==> src/hdl/swm_pkg.sv <==
// Shared constants, codes and types for the star wildcard matcher.
`timescale 1ns / 1ps
`default_nettype none

package swm_pkg;

    // Pattern store capacity in bytes
    localparam int MAX_PATTERN = 32;
    // Number of pattern positions, 0 .. MAX_PATTERN
    localparam int POS_N       = MAX_PATTERN + 1;
    // Pattern length and position index width
    localparam int LEN_W       = $clog2(MAX_PATTERN + 1);
    // Pattern store address width
    localparam int ADDR_W      = (MAX_PATTERN > 1) ? $clog2(MAX_PATTERN) : 1;
    // Levels of the star closure prefix network
    localparam int CLOS_LEVELS = $clog2(POS_N);
    localparam int BYTE_W      = 8;

    localparam logic [BYTE_W-1:0] STAR_BYTE = 8'd42;

    // Item function codes
    typedef enum logic [1:0] {
        FUNC_CLEAR  = 2'd0,
        FUNC_APPEND = 2'd1,
        FUNC_SOURCE = 2'd2,
        FUNC_END    = 2'd3
    } func_t;

    typedef logic [POS_N-1:0] pos_set_t;

endpackage

`default_nettype wire

==> src/hdl/star_wildcard_matcher.sv <==
// Top level of the star-only wildcard matcher: input stage, position-set logic, result stage.
//
// Usage:
//   Input channel (s_valid / s_ready, s_func, s_char_in) carries one item per handshake:
//   clear pattern, append a pattern byte, a source byte, or end of source string.
//   Result channel (m_valid / m_ready, m_matched, m_pattern_overflow) carries one item
//   for each end item: whether the whole source matched the whole pattern, and whether
//   pattern bytes were dropped because the 32-byte store was full.
//   Result path: an accepted end item is held in the input stage, then registered in
//   the result register, which raises m_valid.
//   Throughput: one item per cycle unless an end item waits on a stalled result.
//   Each source byte updates the live set; the star closure is a six-level prefix network.
//   Stall: while a result waits on m_ready, clear, append and source items keep
//   flowing; a further end item waits in the input stage until the result register
//   frees, and s_ready drops behind it.
//   Reset (aresetn low, synchronous): pattern length zero, overflow flag clear, no
//   string in progress, both stages empty. Stored pattern bytes are not cleared.
`timescale 1ns / 1ps
`default_nettype none

module star_wildcard_matcher
    import swm_pkg::*;
(
    input  wire logic              aclk,
    input  wire logic              aresetn,
    input  wire logic              s_valid,
    output logic                   s_ready,
    input  wire logic [1:0]        s_func,
    input  wire logic [BYTE_W-1:0] s_char_in,
    output logic                   m_valid,
    input  wire logic              m_ready,
    output logic                   m_matched,
    output logic                   m_pattern_overflow
);

    // Input stage
    logic              in_valid_reg;
    func_t             in_func_reg;
    logic [BYTE_W-1:0] in_char_reg;

    // Pattern and string state
    logic [BYTE_W-1:0] store_reg [MAX_PATTERN];
    logic [MAX_PATTERN-1:0] star_reg;
    logic [LEN_W-1:0]  len_reg, len_next;
    pos_set_t          start_reg, start_next;
    pos_set_t          live_reg, live_next;
    logic              in_string_reg, in_string_next;
    logic              ovf_reg, ovf_next;
    logic              store_we;

    // Result stage
    logic              m_valid_reg, m_valid_next;
    logic              m_matched_reg;
    logic              m_ovf_reg;

    logic              res_free;
    logic              proc;
    logic              store_full;
    logic [LEN_W-1:0]  len_inc;
    logic [MAX_PATTERN-1:0] pos_valid;
    pos_set_t          base_set;
    pos_set_t          step_set;
    pos_set_t          prop_set;
    pos_set_t          closed_set;
    logic              match_now;

    // Handshake: an end item needs a free result register
    assign res_free = !m_valid_reg || m_ready;
    assign proc     = in_valid_reg && ((in_func_reg != FUNC_END) || res_free);
    assign s_ready  = !in_valid_reg || proc;

    assign store_full = (len_reg == LEN_W'(MAX_PATTERN));
    assign len_inc    = len_reg + LEN_W'(1);

    // Live set at this item: start set if no string is in progress
    assign base_set  = in_string_reg ? live_reg : start_reg;
    assign match_now = base_set[len_reg];

    // Positions inside the stored pattern
    always_comb begin
        for (int i = 0; i < MAX_PATTERN; i++) begin
            pos_valid[i] = (LEN_W'(i) < len_reg);
        end
    end

    // One source byte step over every live position
    always_comb begin
        step_set = '0;
        prop_set = '0;
        for (int i = 0; i < MAX_PATTERN; i++) begin
            if (base_set[i] && pos_valid[i]) begin
                if (star_reg[i]) begin
                    step_set[i] = 1'b1;
                end else if (store_reg[i] == in_char_reg) begin
                    step_set[i+1] = 1'b1;
                end
            end
            // a star at i lets position i reach i+1 without a byte
            prop_set[i+1] = pos_valid[i] && star_reg[i];
        end
    end

    // Star closure as a prefix network: out[j] = step[j] | prop[j] & out[j-1]
    always_comb begin
        pos_set_t g_lvl [CLOS_LEVELS+1];
        pos_set_t p_lvl [CLOS_LEVELS+1];
        int       span;
        g_lvl[0] = step_set;
        p_lvl[0] = prop_set;
        for (int lvl = 0; lvl < CLOS_LEVELS; lvl++) begin
            span = 1 << lvl;
            for (int j = 0; j < POS_N; j++) begin
                if (j >= span) begin
                    g_lvl[lvl+1][j] = g_lvl[lvl][j] | (p_lvl[lvl][j] & g_lvl[lvl][j-span]);
                    p_lvl[lvl+1][j] = p_lvl[lvl][j] & p_lvl[lvl][j-span];
                end else begin
                    g_lvl[lvl+1][j] = g_lvl[lvl][j];
                    p_lvl[lvl+1][j] = p_lvl[lvl][j];
                end
            end
        end
        closed_set = g_lvl[CLOS_LEVELS];
    end

    // Next state per item function
    always_comb begin
        len_next       = len_reg;
        start_next     = start_reg;
        live_next      = live_reg;
        in_string_next = in_string_reg;
        ovf_next       = ovf_reg;
        store_we       = 1'b0;
        m_valid_next   = m_valid_reg && !m_ready;
        if (proc) begin
            unique case (in_func_reg)
                FUNC_CLEAR: begin
                    len_next       = '0;
                    start_next     = pos_set_t'(1);
                    ovf_next       = 1'b0;
                    in_string_next = 1'b0;
                    live_next      = '0;
                end
                FUNC_APPEND: begin
                    if (!store_full) begin
                        store_we             = 1'b1;
                        len_next             = len_inc;
                        // start set grows only through a run of leading stars
                        start_next[len_inc]  = start_reg[len_reg] &&
                                               (in_char_reg == STAR_BYTE);
                    end else begin
                        ovf_next = 1'b1;
                    end
                    in_string_next = 1'b0;
                    live_next      = '0;
                end
                FUNC_SOURCE: begin
                    live_next      = closed_set;
                    in_string_next = 1'b1;
                end
                FUNC_END: begin
                    m_valid_next   = 1'b1;
                    in_string_next = 1'b0;
                    live_next      = '0;
                end
                default: begin
                    live_next = live_reg;
                end
            endcase
        end
    end

    // Control registers
    always_ff @(posedge aclk) begin
        if (!aresetn) begin
            in_valid_reg  <= 1'b0;
            len_reg       <= '0;
            start_reg     <= pos_set_t'(1);
            live_reg      <= '0;
            in_string_reg <= 1'b0;
            ovf_reg       <= 1'b0;
            m_valid_reg   <= 1'b0;
        end else begin
            if (s_ready) begin
                in_valid_reg <= s_valid;
            end
            len_reg       <= len_next;
            start_reg     <= start_next;
            live_reg      <= live_next;
            in_string_reg <= in_string_next;
            ovf_reg       <= ovf_next;
            m_valid_reg   <= m_valid_next;
        end
    end

    // Payload registers
    always_ff @(posedge aclk) begin
        if (s_ready && s_valid) begin
            in_func_reg <= func_t'(s_func);
            in_char_reg <= s_char_in;
        end
        if (store_we) begin
            store_reg[len_reg[ADDR_W-1:0]] <= in_char_reg;
            star_reg[len_reg[ADDR_W-1:0]]  <= (in_char_reg == STAR_BYTE);
        end
        if (proc && (in_func_reg == FUNC_END)) begin
            m_matched_reg <= match_now;
            m_ovf_reg     <= ovf_reg;
        end
    end

    assign m_valid            = m_valid_reg;
    assign m_matched          = m_matched_reg;
    assign m_pattern_overflow = m_ovf_reg;

endmodule

`default_nettype wire

==> config.mk <==
export PLATFORM = sky130hd
export DESIGN_NAME = star_wildcard_matcher
export DESIGN_NICKNAME = d
export VERILOG_FILES = /design/src/hdl/swm_pkg.sv /design/src/hdl/star_wildcard_matcher.sv
export SDC_FILE = /design/constraint.sdc
export NUM_CORES = 1
export LEC_CHECK = 0
export BUFFER_PORTS_ARGS = -buffer_cell sky130_fd_sc_hd__buf_4
export CAP_MARGIN = 10
export CORE_MARGIN = 1
export CORE_UTILIZATION = 50
export DETAILED_ROUTE_END_ITERATION = 16
export PLACE_DENSITY = 0.69
export SYNTH_ARGS = -nofsm -noshare
export SYNTH_HDL_FRONTEND = slang
export SYNTH_SLANG_ARGS = --single-unit
==> constraint.sdc <==
create_clock -name aclk -period 3.5 [get_ports aclk]
set_input_delay 0.525 -clock aclk [delete_from_list [all_inputs] [get_ports aclk]]
set_output_delay 0.525 -clock aclk [all_outputs]
set_load 0.03 [all_outputs]
# [Word-level counts from Yosys, hierarchy flattened]
# Memory sizes are Yosys's and may differ from the RTL's.
# Cells that the tools add are included.
[word_totals] mem_bits_rw=256 elab_cells=700 memories=1 output_inout_bits=4 reg_bits=120 input_bits=14
[memory_table] memory="store_reg" depth=32 width=8 read_ports=32 rd_clocked_by_memory_dff=0 write_ports=1 line_no="star_wildcard_matcher.sv:42" rtl="logic [BYTE_W-1:0] store_reg [MAX_PATTERN];"
[op_classes] n_addsub=1 n_reduce_logical=82 magnitude_cmp=37 n_eq_ne=40 mux=154 bitwise=373
[ops] cell="$eq A8 B8 Y1" n=32
[ops] cell="$and A1 B1 Y1" n=238
[ops] cell="$or A1 B1 Y1" n=135
[ops] cell="$pmux W33 S2" n=2
[ops] cell="$mux W1" n=108
[ops] cell="$lt A5 B6 Y1 const A" n=16
[ops] cell="$logic_and A1 B1 Y1" n=71
[ops] cell="$mux W33" n=2
[ops] cell="$mux W2" n=32
[ops] cell="$lt A4 B6 Y1 const A" n=8
[ops] cell="$bwmux W33" n=1
[ops] cell="$bwmux W32" n=1
[ops] cell="$lt A3 B6 Y1 const A" n=4
[ops] cell="$lt A6 B7 Y1 const B" n=2
[ops] cell="$bmux W1 S6" n=2
[ops] cell="$lt A1 B6 Y1 const A" n=2
[ops] cell="$lt A2 B6 Y1 const A" n=2
[ops] cell="$pmux W6 S2" n=1
[ops] cell="$eq A8 B6 Y1 const B" n=1
[ops] cell="$add A6 B1 Y6 const B" n=1
[ops] cell="$demux W1 S6" n=1
[ops] cell="$eq A6 B6 Y1 const B" n=1
[ops] cell="$ge A6 B1 Y1 const B" n=1
[ops] cell="$lt A5 B6 Y1 const B" n=1
[ops] cell="13 further kinds" n=22

# [Depth between registers and ports, before layout]
# An unclocked memory read counts as a cell.
[logic_depth] ltp_word=75 depth_mapped=14 ltp_nobuf=12

# [Worst setup path after synthesis]
# OpenSTA, ideal clock, no wires.
[synth_timing] kind="flip-flop to flip-flop" start="reg len_reg[0]" end="reg star_reg[12], enable pin" path_buffers=2 setup_time_ns=0.387 arrival_ns=3.154 setup_slack_ns=-0.041 required_time_ns=3.113 period_less_slack_ns=3.541 path_stages_with_launch=10 cell_sequence="dfxtp_1 > buf_2 > clkbuf_1 > inv_1 > ha_1 > and3_1 > a21o_1 > nor2_1 > nand2_1 > nor3_1"
[synth_between] elab_chain_len=4
[synth_lines] element="from (decl)" line_no="star_wildcard_matcher.sv:44" rtl="logic [LEN_W-1:0] len_reg, len_next;"
[synth_lines] element="from (signal assigned)" line_no="star_wildcard_matcher.sv:186" rtl="len_reg <= len_next;"
[synth_lines] element="$eq A6 B6 Y1" line_no="star_wildcard_matcher.sv:72" rtl="assign store_full = (len_reg == LEN_W'(MAX_PATTERN));"
[synth_lines] element="$mux W1" line_no="star_wildcard_matcher.sv:144" rtl="if (!store_full) begin"
[synth_lines] element="$mux W1" line_no="star_wildcard_matcher.sv:135" rtl="unique case (in_func_reg)"
[synth_lines] element="$mux W1" line_no="star_wildcard_matcher.sv:134" rtl="if (proc) begin"
[synth_lines] element="to (signal, indexed assignment)" line_no="star_wildcard_matcher.sv:203" rtl="star_reg[len_reg[ADDR_W-1:0]] <= (in_char_reg == STAR_BYTE);"
[synth_lines] element="to (decl)" line_no="star_wildcard_matcher.sv:43" rtl="logic [MAX_PATTERN-1:0] star_reg;"
# Every way passes these cells.
# A chain may end at the register's enable or synchronous reset.

# [Worst setup path in the final report]
[layout_timing] start="reg len_reg[2]" end="reg live_reg[21]"
[layout_between] elab_chain_len=15 word_cells_on_any_way=169 cone_classes="order compare (22); mux (44); bitwise (60); reduce/logical (43)"
[layout_lines] element="$lt A3 B6 Y1" line_no="star_wildcard_matcher.sv:82" rtl="pos_valid[i] = (LEN_W'(i) < len_reg);"
[layout_lines] element="$logic_and A1 B1 Y1" line_no="star_wildcard_matcher.sv:91" rtl="if (base_set[i] && pos_valid[i]) begin"
[layout_lines] element="$mux W2" line_no="star_wildcard_matcher.sv:91"
[layout_lines] element="$mux W1" line_no="star_wildcard_matcher.sv:92" rtl="if (star_reg[i]) begin"
[layout_lines] element="$mux W2" line_no="star_wildcard_matcher.sv:91"
[layout_lines] element="$and A1 B1 Y1" line_no="star_wildcard_matcher.sv:114" rtl="g_lvl[lvl+1][j] = g_lvl[lvl][j] | (p_lvl[lvl][j] & g_lvl[lvl][j-span]);"
[layout_lines] element="$or A1 B1 Y1" line_no="star_wildcard_matcher.sv:114"
[layout_lines] element="$and A1 B1 Y1" line_no="star_wildcard_matcher.sv:114"
[layout_lines] element="$or A1 B1 Y1" line_no="star_wildcard_matcher.sv:114"
[layout_lines] element="$and A1 B1 Y1" line_no="star_wildcard_matcher.sv:114"
[layout_lines] element="$or A1 B1 Y1" line_no="star_wildcard_matcher.sv:114"
[layout_lines] element="$and A1 B1 Y1" line_no="star_wildcard_matcher.sv:114"
[layout_lines] element="$or A1 B1 Y1" line_no="star_wildcard_matcher.sv:114"
[layout_lines] element="$or A1 B1 Y1 *" line_no="star_wildcard_matcher.sv:114"
[layout_lines] element="$pmux W33 S2 *" line_no="star_wildcard_matcher.sv:135"
[layout_lines] element="to (signal assigned)" line_no="star_wildcard_matcher.sv:188" rtl="live_reg <= live_next;"
[layout_lines] element="to (decl)" line_no="star_wildcard_matcher.sv:46" rtl="pos_set_t live_reg, live_next;"
# Every way passes the cells marked *; elsewhere a longest branch is shown, timed or not.

==> reports/summary.txt <==
EDFF count, synth -> 300
Cells after Synth -> 1580
Synth Cell Area -> 0.0186 sq mm
Setup Viol. Count Final -> 0
VDD IR max -> 0.360 mV
commonest non-fill, non-tap cell in the layout -> edfxtp_1
filler instances -> 2993
Chip Height -> 195 um
DP HPWL -> 34000 um
final-stage net count -> 1684
I/O Buffers -> 17
Worst-Skew Late Latency -> 570 ps
drt total wl -> 49100 um
most frequent cells in the layout -> edfxtp_1 (300), xor2_1 (229), buf_4 (116)
P&R area growth vs syn -> 14.5%
drt pass-1 iters -> 6
Critical path buffers and inverters -> 1
syn_nets -> 1599
# diodes -> 0
pwr dens -> 462 mW/mm^2
crit path capture type -> flop
Setup TNS Final -> 0 ps
Post-DRT Antenna Nets -> 0
M2 GR Usage -> 0.400
critical path type -> flop to flop
period utilization -> 0.954
status -> finished clean
CTS tree -> yes
#FFs+latches synth -> 376
die width -> 195 um
main flop type after synthesis -> edfxtp_1
Yosys warnings -> 0
routed via count -> 13000
largest net degree at the start of global routing -> 51
Worst slew margin -> 0.385
post-DR vias/cell -> 5.98
Post-CTS Setup Bufs -> 0
IO Count -> 18
proportion of layout cells with a drive suffix above 1 -> 0.142
crit-path cells -> nor4_2 > a211oi_1 > o21bai_2 > o211ai_2 > buf_4 > o211ai_1 > nand3_1 > a21oi_1 > o21a_1 > o21ai_0 > and2_1
CP max stage cell -> nor4_2
met1 usage in global routing -> 0.387
Cell variety after synth -> 79
TritonCTS Buffers -> 41
final hold vios -> 0
Max Slew Vio Count -> 0
CTS max path bufs -> 3
first-pass GRT wire length -> 75900 um
WL per Instance -> 22.7 um
CP Launch Type -> flop
post-layout minimum cycle time -> 3340 ps
Clock Skews -> 27.1 ps
Sinks on Clock Net -> 376
Clk pin slew, worst setup/hold paths -> 60 ps
GP Congestion -> 0.960
Iteration-0 DRC Markers -> 1220
Finished Core Util -> 0.582
path category of the worst min-delay check -> input pin to flop
Slew @ Worst Pin -> 916 ps
max incr delay on CP -> 750 ps
antenna violations before repair -> 0
met3 usage -> 0.0363
Lkg Pwr -> 7.25 nW
crit-path leading delay family -> compound AO/OA/AOI/OAI gates
register area share after synthesis -> 0.566
Max Fanout on Critical Path -> 13
average size of a mapped cell -> 11.8 sq um
WP data required -> 3960 ps
GRT Residual Overflow -> 0
gr usage total -> 0.262
# rows -> 70
Core Box Area -> 0.0366 sq mm
Critical Path AT -> 3800 ps
root buffer cell -> clkbuf_16
Residual DRC -> 0
DIE AREA -> 0.0380 sq mm
number of global-route vias before repair -> 12500
max FFs per register -> 256
FFs w/ async S/R, synth -> 0
RSZ-0062 raised after global routing -> yes
Most Used Layer, Global Route -> met2
effective utilization at floorplan -> 0.508
H-tree Lvls -> 2
Peak Freq -> 300 MHz
max-cap violations -> 0
## cell families after synthesis
logic type,count (synthesis),synth area share
flops,376,0.566
xor+xnor,261,0.123
compound gates,316,0.108
simple gates,458,0.126
buf+inv,104,0.0275
mux,60,0.0463
fa+ha+maj,5,0.00336
## worst paths after layout
check	start	end	slack [ps]	depth (start not counted)
setup / recovery	len_reg[2]$_SDFFE_PN0P_	live_reg[21]$_SDFFE_PN0P_	160	11
hold / removal	s_func[0]	in_func_reg[0]$_DFFE_PP_	140	1
setup reg to reg	len_reg[2]$_SDFFE_PN0P_	live_reg[21]$_SDFFE_PN0P_	160	11
hold reg to reg	live_reg[2]$_SDFFE_PN0P_	live_reg[2]$_SDFFE_PN0P_	480	2
## cell usage after synthesis (all sizes together), types with 3 or more instances
cell | number | share of area
nand3b | 5 | 0.0020
nor2b | 28 | 0.0094
nand4 | 22 | 0.0074
o2111ai | 5 | 0.0027
buf | 53 | 0.017
or3 | 5 | 0.0017
xnor2 | 32 | 0.015
o21bai | 8 | 0.0034
nor2 | 103 | 0.021
o21ai | 117 | 0.032
o41ai | 4 | 0.0023
nor4 | 58 | 0.020
ha | 5 | 0.0034
nand2 | 86 | 0.017
o221ai | 8 | 0.0038
mux2i | 32 | 0.017
o211ai | 9 | 0.0039
a31oi | 13 | 0.0044
clkbuf | 32 | 0.0065
inv | 18 | 0.0036
a32oi | 6 | 0.0028
a21boi | 11 | 0.0044
a2111oi | 3 | 0.0014
o21a | 5 | 0.0020
nand3 | 38 | 0.010
o31ai | 5 | 0.0023
mux2 | 8 | 0.0048
xor2 | 229 | 0.11
a211oi | 13 | 0.0052
nor3 | 35 | 0.0094
dfxtp | 76 | 0.082
a21oi | 65 | 0.017
and2 | 43 | 0.014
a22oi | 12 | 0.0048
nand2b | 15 | 0.0050
or2 | 4 | 0.0013
and3 | 5 | 0.0017
mux4 | 20 | 0.024
edfxtp | 300 | 0.48
a21o | 12 | 0.0048
nor3b | 3 | 0.0015
a311oi | 3 | 0.0014
## worst register-to-register path, delay by kind of cell (launching register included)
| family | cells | cell delay [ps] |
|---|---|---|
| and+or+nand+nor | 3 | 1090 |
| AOI/OAI and AO/OA | 7 | 1500 |
| buffers and inverters | 1 | 160 |
| DFF | 1 | 480 |
## what timing repair did
| item | 4_1_cts | 5_1_grt |
|---|---|---|
| gates resized for setup | 0 | 6 |
| setup endpoints to repair | 0 | 25 |
| hold endpoints to repair | 0 | 0 |
| hold buffers | 0 | 0 |
## report_power, final
part | internal [W] | switching (W) | total, W
registers | 0.00482 | 0.0000105 | 0.00483
logic | 0.000146 | 0.000266 | 0.000412
clock network | 0.00285 | 0.00176 | 0.00461
total | 0.00781 | 0.00204 | 0.00985
## stage by stage
step | area [sq um] | instances | worst slack [ps] | hold WS [ps] | power [W]
after global placement | 19900 | 2090 | 0.599 | 452 | 0.00533
after global routing | 21300 | 2165 | -3.27 | 125 | 0.0101
after CTS | 21300 | 2165 | 18.6 | 118 | 0.00992
after detailed placement | 19900 | 2090 | 44.4 | 477 | 0.00534
final | 21300 | 2165 | 162 | 137 | 0.00985
after floorplan | 18600 | 1580 | 0.650 | 409 | 0.00520
## routing by layer
layer | part of all wire | wire, um
met1 | 0.46 | 22600
met2 | 0.45 | 22100
met3 | 0.065 | 3190
met4 | 0.024 | 1160
met5 | 0 | 0
## cell type report
| class | count | area (sq um) | share of cell area |
|---|---|---|---|
| Clock buffer | 56 | 1160 | 0.0547 |
| Sequential cell | 376 | 10500 | 0.494 |
| Clock inverter | 19 | 270 | 0.0127 |
| Multi-Input combinational cell | 1100 | 7600 | 0.357 |
| Tap cell | 468 | 586 | 0.0275 |
| Timing Repair Buffer | 127 | 1080 | 0.0508 |
| Inverter | 19 | 71.3 | 0.00335 |
Power figures use the tool's default switching activity.
